===== config.mk =====
export PLATFORM = sky130hd
export DESIGN_NAME = linked_peak_limiter
export DESIGN_NICKNAME = d
export VERILOG_FILES = /design/src/rtl/lpl_pkg.sv /design/src/rtl/lpl_dp.sv /design/src/rtl/lpl_ctrl.sv /design/src/rtl/linked_peak_limiter.sv
export SDC_FILE = /design/constraint.sdc
export NUM_CORES = 2
export LEC_CHECK = 0
export BUFFER_PORTS_ARGS = -buffer_cell sky130_fd_sc_hd__buf_4
export CAP_MARGIN = 10
export CORE_MARGIN = 4
export CORE_UTILIZATION = 32
export CTS_BUF_LIST = sky130_fd_sc_hd__clkbuf_8
export DETAILED_ROUTE_END_ITERATION = 8
export SLEW_MARGIN = 20
export SYNTH_ARGS = -nofsm -noshare
export SYNTH_HDL_FRONTEND = slang
export SYNTH_SLANG_ARGS = --single-unit
export TNS_END_PERCENT = 100

===== constraint.sdc =====
create_clock -name clk_i -period 15.1 [get_ports clk_i]
set_input_delay 3.775 -clock clk_i [delete_from_list [all_inputs] [get_ports clk_i]]
set_output_delay 3.775 -clock clk_i [all_outputs]
set_load 0.005 [all_outputs]

===== src/rtl/lpl_pkg.sv =====
// shared types, constants and command bundle of the linked peak limiter
package lpl_pkg;

  // frame carries two samples; a value of 1 drops the right channel
  localparam int unsigned Channels = 2;
  localparam bit          UseRight = (Channels >= 2);

  localparam int unsigned SampleW  = 24;
  localparam int unsigned GainW    = 25;
  localparam int unsigned CfgW     = 24;
  localparam int unsigned ProdW    = CfgW + GainW;
  localparam int unsigned DivSteps = 24;
  localparam int unsigned CntW     = $clog2(DivSteps);

  localparam int unsigned InDataW  = 2 * SampleW;
  localparam int unsigned InUserW  = 2;
  localparam int unsigned OutRawW  = 2 * SampleW + 2 * GainW;
  localparam int unsigned OutDataW = ((OutRawW + 7) / 8) * 8;
  localparam int unsigned OutPadW  = OutDataW - OutRawW;

  localparam logic [GainW-1:0] UnityGain = GainW'(1) << CfgW;
  localparam logic [CfgW-1:0]  CeilReset = 24'd14952811;
  localparam logic [CfgW-1:0]  CoefReset = 24'd16770227;

  typedef enum logic {
    CFG_CEILING = 1'b0,
    CFG_RELEASE = 1'b1
  } cfg_idx_e;

  typedef enum logic [3:0] {
    ST_IDLE,
    ST_PEAK,
    ST_DIV,
    ST_REQ,
    ST_MUL,
    ST_REL,
    ST_SCL_L,
    ST_SCL_R,
    ST_OUT
  } state_e;

  typedef struct packed {
    logic load_in;
    logic peak_init;
    logic div_step;
    logic div_first;
    logic req_calc;
    logic rel_mul;
    logic rel_apply;
    logic scl_left;
    logic scl_right;
    logic out_load;
  } lpl_cmd_t;

endpackage


===== src/rtl/lpl_dp.sv =====
// limiter datapath: peak, shift-subtract divider, envelope, shared multiplier, output register
module lpl_dp (
  input  logic                        clk_i,
  input  logic                        rst_ni,
  input  lpl_pkg::lpl_cmd_t           cmd_i,
  input  logic                        cfg_we_i,
  input  logic                        cfg_idx_i,
  input  logic [lpl_pkg::CfgW-1:0]    cfg_data_i,
  input  logic [lpl_pkg::InDataW-1:0] in_data_i,
  input  logic [lpl_pkg::InUserW-1:0] in_user_i,
  input  logic                        in_last_i,
  output logic [lpl_pkg::OutDataW-1:0] out_data_o,
  output logic                        out_last_o
);
  import lpl_pkg::*;

  logic [CfgW-1:0]     ceil_q, coef_q;
  logic [SampleW-1:0]  sl_q, sr_q;
  logic                eob_q;
  logic [SampleW-1:0]  peak_q;
  logic                over_q;
  logic [SampleW-1:0]  rem_q;
  logic [SampleW-1:0]  quo_q;
  logic [GainW-1:0]    req_q, d_q;
  logic                rel_q;
  logic [GainW-1:0]    env_q, min_q;
  logic [ProdW-1:0]    prod_q;
  logic [SampleW-1:0]  outl_q;
  logic [OutDataW-1:0] out_data_q;
  logic                out_last_q;

  logic [SampleW-1:0] mag_l, mag_r, peak;
  logic               over;
  logic [SampleW:0]   div_shift;
  logic [SampleW+1:0] div_trial;
  logic               div_fit;
  logic [SampleW-1:0] rem_next;
  logic [GainW-1:0]   req;
  logic [CfgW-1:0]    mul_a;
  logic [GainW-1:0]   mul_b;
  logic [ProdW-1:0]   mul_res;
  logic [SampleW-1:0] scaled;
  logic               scaled_neg;
  logic [SampleW-1:0] scaled_out;
  logic [GainW-1:0]   min_out;

  assign mag_l = sl_q[SampleW-1] ? (~sl_q + SampleW'(1)) : sl_q;
  assign mag_r = sr_q[SampleW-1] ? (~sr_q + SampleW'(1)) : sr_q;
  assign peak  = (mag_r > mag_l) ? mag_r : mag_l;
  assign over  = {peak, 1'b0} > {1'b0, ceil_q};

  // one quotient bit per step, dividend is ceiling shifted up by 23
  assign div_shift = {rem_q, (cmd_i.div_first ? ceil_q[0] : 1'b0)};
  assign div_trial = {1'b0, div_shift} - {2'b00, peak_q};
  assign div_fit   = ~div_trial[SampleW+1];
  assign rem_next  = div_fit ? div_trial[SampleW-1:0] : div_shift[SampleW-1:0];

  assign req = over_q ? {1'b0, quo_q} : UnityGain;

  always_comb begin
    if (cmd_i.rel_mul) begin
      mul_a = coef_q;
      mul_b = d_q;
    end else begin
      mul_a = cmd_i.scl_right ? mag_r : mag_l;
      mul_b = env_q;
    end
  end
  assign mul_res = ProdW'(mul_a) * ProdW'(mul_b);

  assign scaled     = prod_q[ProdW-2:CfgW];
  assign scaled_neg = cmd_i.out_load ? sr_q[SampleW-1] : sl_q[SampleW-1];
  assign scaled_out = scaled_neg ? (~scaled + SampleW'(1)) : scaled;
  assign min_out    = eob_q ? min_q : '0;

  always_ff @(posedge clk_i or negedge rst_ni) begin
    if (!rst_ni) begin
      ceil_q <= CeilReset;
      coef_q <= CoefReset;
      env_q  <= UnityGain;
      min_q  <= UnityGain;
    end else begin
      if (cfg_we_i) begin
        unique case (cfg_idx_e'(cfg_idx_i))
          CFG_CEILING: ceil_q <= cfg_data_i;
          CFG_RELEASE: coef_q <= cfg_data_i;
          default:     ;
        endcase
      end
      if (cmd_i.req_calc && (req < env_q)) begin
        env_q <= req;
      end
      if (cmd_i.rel_apply && rel_q) begin
        env_q <= req_q - prod_q[ProdW-1:CfgW];
      end
      if (cmd_i.scl_left && (env_q < min_q)) begin
        min_q <= env_q;
      end
      if (cmd_i.out_load && eob_q) begin
        min_q <= UnityGain;
      end
    end
  end

  always_ff @(posedge clk_i) begin
    if (cmd_i.load_in) begin
      sl_q  <= in_user_i[0] ? '0 : in_data_i[SampleW-1:0];
      sr_q  <= (in_user_i[1] || !UseRight) ? '0 : in_data_i[InDataW-1:SampleW];
      eob_q <= in_last_i;
    end
    if (cmd_i.peak_init) begin
      peak_q <= peak;
      over_q <= over;
      rem_q  <= {1'b0, ceil_q[CfgW-1:1]};
    end
    if (cmd_i.div_step) begin
      rem_q <= rem_next;
      quo_q <= {quo_q[SampleW-2:0], div_fit};
    end
    if (cmd_i.req_calc) begin
      req_q <= req;
      rel_q <= ~(req < env_q);
      d_q   <= req - env_q;
    end
    if (cmd_i.rel_mul || cmd_i.scl_left || cmd_i.scl_right) begin
      prod_q <= mul_res;
    end
    if (cmd_i.scl_right) begin
      outl_q <= scaled_out;
    end
    if (cmd_i.out_load) begin
      out_data_q <= {{OutPadW{1'b0}}, min_out, env_q, scaled_out, outl_q};
      out_last_q <= eob_q;
    end
  end

  assign out_data_o = out_data_q;
  assign out_last_o = out_last_q;

  a_env_le_unity : assert property (@(posedge clk_i) disable iff (!rst_ni)
    env_q <= UnityGain)
    else $error("envelope above unity");

  a_min_le_unity : assert property (@(posedge clk_i) disable iff (!rst_ni)
    min_q <= UnityGain)
    else $error("block minimum above unity");

  a_release_below_req : assert property (@(posedge clk_i) disable iff (!rst_ni)
    cmd_i.rel_apply |=> env_q <= req_q)
    else $error("release overshot the required gain");

endmodule


===== src/rtl/lpl_ctrl.sv =====
// limiter controller: frame sequencing, divider step count, output valid
module lpl_ctrl (
  input  logic               clk_i,
  input  logic               rst_ni,
  input  logic               s_tvalid_i,
  output logic               s_tready_o,
  output logic               m_tvalid_o,
  input  logic               m_tready_i,
  output lpl_pkg::lpl_cmd_t  cmd_o
);
  import lpl_pkg::*;

  localparam logic [CntW-1:0] LastStep = CntW'(DivSteps - 1);

  state_e          state_q, state_d;
  logic [CntW-1:0] cnt_q, cnt_d;
  logic            out_valid_q, out_valid_d;
  lpl_cmd_t        cmd;

  always_ff @(posedge clk_i or negedge rst_ni) begin
    if (!rst_ni) begin
      state_q     <= ST_IDLE;
      cnt_q       <= '0;
      out_valid_q <= 1'b0;
    end else begin
      state_q     <= state_d;
      cnt_q       <= cnt_d;
      out_valid_q <= out_valid_d;
    end
  end

  always_comb begin
    state_d = state_q;
    cnt_d   = cnt_q;
    cmd     = '0;
    unique case (state_q)
      ST_IDLE: begin
        if (s_tvalid_i) begin
          cmd.load_in = 1'b1;
          state_d     = ST_PEAK;
        end
      end
      ST_PEAK: begin
        cmd.peak_init = 1'b1;
        cnt_d         = '0;
        state_d       = ST_DIV;
      end
      ST_DIV: begin
        cmd.div_step  = 1'b1;
        cmd.div_first = (cnt_q == '0);
        if (cnt_q == LastStep) begin
          state_d = ST_REQ;
        end else begin
          cnt_d = cnt_q + CntW'(1);
        end
      end
      ST_REQ: begin
        cmd.req_calc = 1'b1;
        state_d      = ST_MUL;
      end
      ST_MUL: begin
        cmd.rel_mul = 1'b1;
        state_d     = ST_REL;
      end
      ST_REL: begin
        cmd.rel_apply = 1'b1;
        state_d       = ST_SCL_L;
      end
      ST_SCL_L: begin
        cmd.scl_left = 1'b1;
        state_d      = ST_SCL_R;
      end
      ST_SCL_R: begin
        cmd.scl_right = 1'b1;
        state_d       = ST_OUT;
      end
      ST_OUT: begin
        if (!out_valid_q || m_tready_i) begin
          cmd.out_load = 1'b1;
          state_d      = ST_IDLE;
        end
      end
      default: state_d = ST_IDLE;
    endcase
  end

  always_comb begin
    if (cmd.out_load) begin
      out_valid_d = 1'b1;
    end else if (m_tready_i) begin
      out_valid_d = 1'b0;
    end else begin
      out_valid_d = out_valid_q;
    end
  end

  assign s_tready_o = (state_q == ST_IDLE);
  assign m_tvalid_o = out_valid_q;
  assign cmd_o      = cmd;

  a_no_overwrite : assert property (@(posedge clk_i) disable iff (!rst_ni)
    cmd.out_load |-> (!out_valid_q || m_tready_i))
    else $error("output register overwritten before it was taken");

  a_div_length : assert property (@(posedge clk_i) disable iff (!rst_ni)
    (state_q == ST_DIV && cnt_q == LastStep) |=> state_q == ST_REQ)
    else $error("divider did not finish after its last step");

  a_hold_on_stall : assert property (@(posedge clk_i) disable iff (!rst_ni)
    (state_q == ST_OUT && out_valid_q && !m_tready_i) |=> state_q == ST_OUT)
    else $error("result left while the output slot was full");

endmodule


===== src/rtl/linked_peak_limiter.sv =====
// top level of the stereo-linked peak limiter
//
// usage:
//   s_axis carries one frame per transaction: tdata holds the two Q1.23 samples,
//   tuser the two non-finite flags, tlast marks the last frame of a block.
//   m_axis returns one result per frame: limited samples, the envelope gain and,
//   on the block's last frame (tlast), the lowest gain seen in that block.
//   cfg_we_i/cfg_idx_i/cfg_data_i write ceiling (index 0) and release pole
//   (index 1); write them only while no frame is in flight.
// frame processing:
//   a new frame is accepted only in the idle state, after the result of the
//   previous frame has been loaded into the output register. the work per frame
//   is set by the 24-step restoring divider (ceiling / peak, one quotient bit
//   a cycle) plus a shared 24x25 multiplier used three times.
// reset:
//   envelope and block minimum return to unity, registers to their defaults.
// stalls:
//   a finished result waits in the output register while the next frame is
//   accepted and processed; the datapath holds only when a second result is
//   ready before the first one has been taken.
module linked_peak_limiter (
  input  logic                         clk_i,
  input  logic                         rst_ni,
  // configuration writes
  input  logic                         cfg_we_i,
  input  logic                         cfg_idx_i,
  input  logic [lpl_pkg::CfgW-1:0]     cfg_data_i,
  // input frames
  input  logic                         s_axis_tvalid,
  output logic                         s_axis_tready,
  input  logic [lpl_pkg::InDataW-1:0]  s_axis_tdata,  // sample_left, sample_right
  input  logic [lpl_pkg::InUserW-1:0]  s_axis_tuser,  // bad_left, bad_right
  input  logic                         s_axis_tlast,  // end_of_block
  // result frames
  output logic                         m_axis_tvalid,
  input  logic                         m_axis_tready,
  output logic [lpl_pkg::OutDataW-1:0] m_axis_tdata,  // out_left, out_right,
                                                      // gain_applied, block_min_gain, pad
  output logic                         m_axis_tlast   // block_done
);
  import lpl_pkg::*;

  lpl_cmd_t cmd;

  // sequencing and handshake control
  lpl_ctrl u_ctrl (
    .clk_i      (clk_i),
    .rst_ni     (rst_ni),
    .s_tvalid_i (s_axis_tvalid),
    .s_tready_o (s_axis_tready),
    .m_tvalid_o (m_axis_tvalid),
    .m_tready_i (m_axis_tready),
    .cmd_o      (cmd)
  );

  // arithmetic, gain state and output register
  lpl_dp u_dp (
    .clk_i      (clk_i),
    .rst_ni     (rst_ni),
    .cmd_i      (cmd),
    .cfg_we_i   (cfg_we_i),
    .cfg_idx_i  (cfg_idx_i),
    .cfg_data_i (cfg_data_i),
    .in_data_i  (s_axis_tdata),
    .in_user_i  (s_axis_tuser),
    .in_last_i  (s_axis_tlast),
    .out_data_o (m_axis_tdata),
    .out_last_o (m_axis_tlast)
  );

endmodule


---- Word level (Yosys, flattened, before mapping) ----
Index checks and enable logic that the tools add are counted.
operators by class
  bitwise operators ....................... 6
  reduce and logical (&&, ||, !) cells .... 19
  multiply operators ...................... 1
  muxes and demuxes ....................... 36
  add/sub/neg operators ................... 7
  eq/ne operators ......................... 13
  order comparisons ....................... 4
operator list
  operator                 number
  $mux W24                 9
  $mux W25                 6
  $add A24 B1 Y24 const B  3
  $not A24 Y24             3
  $lt A25 B25 Y1           2
  $sub A25 B25 Y25         2
  $mul A24 B25 Y49         1
  $pmux W4 S9              1
  $sub A25 B24 Y26         1
  $gt A25 B24 Y1           1
  $gt A24 B24 Y1           1
  $eq A4 B3 Y1 const B     4
  $mux W1                  14
  $mux W4                  3
  $pmux W5 S2              1
  $reduce_bool A2 Y1       5
  $eq A4 B2 Y1 const B     2
  $reduce_and A2 Y1        3
  $add A5 B1 Y5 const B    1
  $eq A5 B5 Y1 const B     1
  $logic_not A5 Y1         1
  $mux W5                  1
  $eq A4 B1 Y1 const B     1
  $eq A4 B4 Y1 const B     1
  other kinds (9)          18
storage, ports and cells
  logic and storage cells ................. 108
  flip-flop bits (word level) ............. 453

---- Depth between registers and ports, before layout ----
  word-level depth ........................ 6
  gate-level depth with buffers ........... 35
  gate-level depth less buffers ........... 33

---- By module ----
From an unflattened synthesis, not the netlist that was laid out.
unflattened totals
  cells, all modules ...................... 4163
  area total of the unflattened synthesis .. 41481.0 µm²
modules (own cells, without submodules)
  module    cells an instance  sequential area each (µm²)  area an instance (µm²)  times used
  lpl_dp    4098               12130.4                     40876.7                 1
  lpl_ctrl  65                 250.2                       604.3                   1

---- Worst setup path before layout ----
Ideal clock, no wire load.
  kind .................................... input -> register
  from .................................... input port m_axis_tready
  to ...................................... register u_dp.out_data_q[30] (netlist: u_dp.out_data_o[30]) (data pin)
  data arrival time ....................... 9801 ps
  path buffers ............................ 1
  stages .................................. 6
  setup time .............................. 263 ps
  data required time ...................... 14837 ps
  setup slack ............................. 5036 ps
  cell sequence ........................... nand2b_1 > nor2b_1 > mux2i_1 > clkbuf_1 > a31oi_1 > xnor2_1
RTL lines
  item                  RTL line                   text
  from (decl)           linked_peak_limiter.sv:36  input logic m_axis_tready,
  to (signal assigned)  lpl_dp.sv:132              out_data_q <= {{OutPadW{1'b0}}, min_out, env_q, scaled_out, outl_q};
  to (decl)             lpl_dp.sv:29               logic [OutDataW-1:0] out_data_q;

---- Worst setup path in the final report ----
  from .................................... register u_dp.sr_q[0]
  to ...................................... register u_dp.prod_q[45] (data pin)
between the ends
  word-level cells in the longest chain between the ends .. 6
RTL lines
  item                    RTL line       text
  from (decl)             lpl_dp.sv:18   logic [SampleW-1:0] sl_q, sr_q;
  from (signal assigned)  lpl_dp.sv:108  sr_q <= (in_user_i[1] || !UseRight) ? '0 : in_data_i[InDataW-1:SampleW];
  $not A24 Y24            lpl_dp.sv:48   assign mag_r = sr_q[SampleW-1] ? (~sr_q + SampleW'(1)) : sr_q;
  $add A24 B1 Y24         lpl_dp.sv:48
  $mux W24 (*)            lpl_dp.sv:48
  $mux W24 (*)            lpl_dp.sv:65   mul_a = cmd_i.scl_right ? mag_r : mag_l;
  $mux W24 (*)            lpl_dp.sv:61   if (cmd_i.rel_mul) begin
  $mul A24 B25 Y49 (*)    lpl_dp.sv:69   assign mul_res = ProdW'(mul_a) * ProdW'(mul_b);
  net u_dp.mul_res[45]    lpl_dp.sv:41   logic [ProdW-1:0] mul_res;
  to (signal assigned)    lpl_dp.sv:126  prod_q <= mul_res;
  to (decl)               lpl_dp.sv:27   logic [ProdW-1:0] prod_q;
The timed path passes the listed nets; every way through them passes the cells marked *.
A chain may end at the register's enable or synchronous reset.

==> summary.txt <==
STA
  • Fin Hold WS: about 0.42 ns
  • Final setup violation count: 0
  • Min Clock Period, post-route: 10.48 ns
  • Least-Margin Pin Slew: 1.14 ns
  • Clk_skew: 0.0519 ns
  • Max-slew violations: 0
  • RSZ-0062 raised after global routing: no
  • Setup WS post-layout: 4.62 ns
  • Final Hold Fails: 0
  • Worst slew margin: 24.2%
  • Setup tns final: 0 ns
  • Final worst path period share: approximately 70%
  • Maximum clock rate: 95.4 MHz

Drt
  • Residual DRC count: 0
  • Via count: about 32000
  • Vias per inst: just over 5
  • Final wirelength: 128000 um
  • Post-DRT Antenna Nets: 0
  • Wire per inst: 20.5 um
  • First DRT Iteration DRCs: ~2500
  • Pre-antenna DRT Iters: 6

GRT
  • First-pass GRT wire length: 197000 um
  • Total congestion overflow: 0
  • Initial antenna violation count: 3
  • Global-route usage over all layers: 18.7%
  • Largest net degree at the start of global routing: 92
  • Vias in the first global route: 32711

Clocking
  • Post-CTS sizing: 0
  • H-tree depth: 3
  • Clk pin slew, worst setup/hold paths: 0.06 ns
  • Max Root-Sink Buffers: 3
  • Clk Latency, worst-skew pair: 0.71 ns
  • Root buf cell: clkbuf_8
  • CTS tree: yes
  • Total CTS buffers: 75
  • Clock net sink count: between 400 and 500
  • Setup bufs post-CTS: 0
  • CTS hold repair buffers: 0

Placement
  • Input/output buffers: 181
  • Pre-CTS WS: ~4.7 ns
  • Placed instance area: approximately 45000 um2
  • Final HPWL DP: a little under 100000 um
  • Routability Congestion: between 0.9 and 1

Die
  • Initial Util: between 30% and 40%
  • Io pins: 188
  • Core ar.: 130000 um2
  • Full die area: approximately 140000 um2
  • Number of cell rows: 132
  • Chip height: about 370 um
  • Die X-Extent: ~370 um

Synth
  • Sequential fraction of the synthesis area: 29.6%
  • Synth Cell Area: 41800 um2
  • Async S/R FF share, synth: 25.2%
  • EDFF count, synth: 321
  • Synth top cells by count: inv_1 (717), nand2_1 (549), fa_1 (506)
  • Most frequent cell after synthesis: inv_1
  • Ys flop type: edfxtp_1
  • Share of the synthesized area in the top cell type: 24.2%
  • Yosys warnings: 0
  • #FFs+latches synth: between 400 and 500
  • Distinct cells, synth: 85
  • Top post-synthesis cells by area: fa_1 (24%), edfxtp_1 (23%), ha_1 (9.6%)
  • Largest area contributor in the netlist: fa_1
  • Synth Instances: 4300
  • Syn avg cell area: 9.73 um2

Worst setup path
  • Startpoint types: flop
  • Setup crit end kind: flop
  • Arr. time, crit path: 10.93 ns
  • Worst Reg-to-Reg Cells: 31
  • Most frequent CP cell: fa_1
  • Worst path required time: 15.55 ns
  • Reg-to-reg startpoint: u_dp.sr_q[0]
  • Critical path launch point: u_dp.sr_q[0]
  • Crit path max-delay cell type: a21oi_1
  • Crit Path Max Fanout: 9
  • Worst path max stage delay: 0.93 ns
  • Critical Setup Path Class: reg -> reg

Job
  • Maxcap violations: 0

Final layout
  • Finished layout cell area: roughly 47000 um2
  • Nets@finish: 5367
  • FILL cells: 13061
  • Layout cells sized above 1: 11.0%
  • P&R area growth vs syn: 12.4%

Min path
  • Worst Hold Launch: u_dp.outl_q[22]
  • Hold path cells: 0
  • Hold Path Class: reg -> reg

Run status
  • Status: complete, no violations
[flip-flops by register name, summed over array words and instances (netlist names)]
name               cells
u_dp.d_q              25
u_dp.sl_q             24
u_ctrl.state_q         4
u_dp.rel_q             1
u_dp.sr_q             24
u_dp.rem_q            24
u_dp.eob_q             1
u_dp.coef_q           24
u_ctrl.cnt_q           5
u_dp.outl_q           24
u_dp.out_last_o        1
u_dp.peak_q           24
u_dp.over_q            1
u_dp.req_q            25
u_dp.prod_q           25
u_dp.ceil_q           24
u_ctrl.m_tvalid_o      1
u_dp.env_q            25
u_dp.out_data_o       98
u_dp.quo_q            24
u_dp.min_q            25
[worst paths after layout]
check | endpoint | slack (ns)
setup / recovery | u_dp.prod_q[45] | 4.62
hold / removal | u_dp.out_data_o[22] | 0.42
setup reg to reg | u_dp.prod_q[45] | 4.62
hold reg to reg | u_dp.out_data_o[22] | 0.42
max in group asynchronous | u_ctrl.state_q[0] | 10.57
min in group asynchronous | u_dp.min_q[0] | 3.05
[logic make-up (layout without fill, tap and decap cells)]
family | Yosys count | in the layout | synth area share [%]
flops | 429 | 429 | 29.6
xor+xnor | 151 | 151 | 3.16
fa+ha+maj | 826 | 826 | 33.8
simple gates | 1286 | 1286 | 13.6
mux | 95 | 95 | 2.37
compound gates | 618 | 618 | 9.29
buf+inv | 894 | 1111 | 8.15
other cells | 1 | 9 | 0.00896
[cells in the final DEF (no fill, tap or decap), types with 61 or more instances in the layout]
| master | count |
|---|---|
| a21o_1 | 88 |
| dfrtp_1 | 75 |
| nand2_1 | 548 |
| a21oi_1 | 183 |
| ha_1 | 320 |
| xnor2_1 | 90 |
| o21ai_0 | 120 |
| and2_1 | 77 |
| fa_1 | 506 |
| inv_1 | 740 |
| nor2b_1 | 65 |
| mux2i_1 | 63 |
| edfxtp_1 | 321 |
| xor2_1 | 61 |
| clkbuf_8 | 83 |
| buf_4 | 252 |
| nor2_1 | 363 |
[routing by layer]
layer,wire [um],vias up,global-route usage (%)
li1,-,14318,-
met1,54800,15879,25.3
met2,58900,1239,30.1
met3,10700,207,3.81
met4,4090,0,6.10
met5,0,-,0
[stage by stage]
step | instances | utilization (%)
floorplan | 4305 | -
global placement | 6124 | 35.0
detailed placement | 6124 | 35.0
CTS | 6263 | 36.2
global route | 6266 | 36.3
finish | 6267 | 36.3
[critical path: cells and delay by family (launching register included)]
kind | cells | cell delay, ns
xor+xnor | 2 | 0.27
compound gates | 10 | 3.34
fa+ha+maj | 9 | 4.03
flops | 1 | 0.46
simple gates | 6 | 1.80
buf+inv | 4 | 0.29
[cell type report]
class,instances,area [um2],share of cell area (%)
Multi-Input combinational cell,2982,26200,55.8
Tap cell,1742,2180,4.64
Antenna cell,3,7.51,0.0160
Clock buffer,83,1140,2.43
Inverter,719,2700,5.74
Sequential cell,429,12400,26.3
Clock inverter,56,429,0.913
Timing Repair Buffer,253,1920,4.08
Power is not shown: default switching activity piles up to over one toggle a cycle in this logic, so the estimate is an artifact.
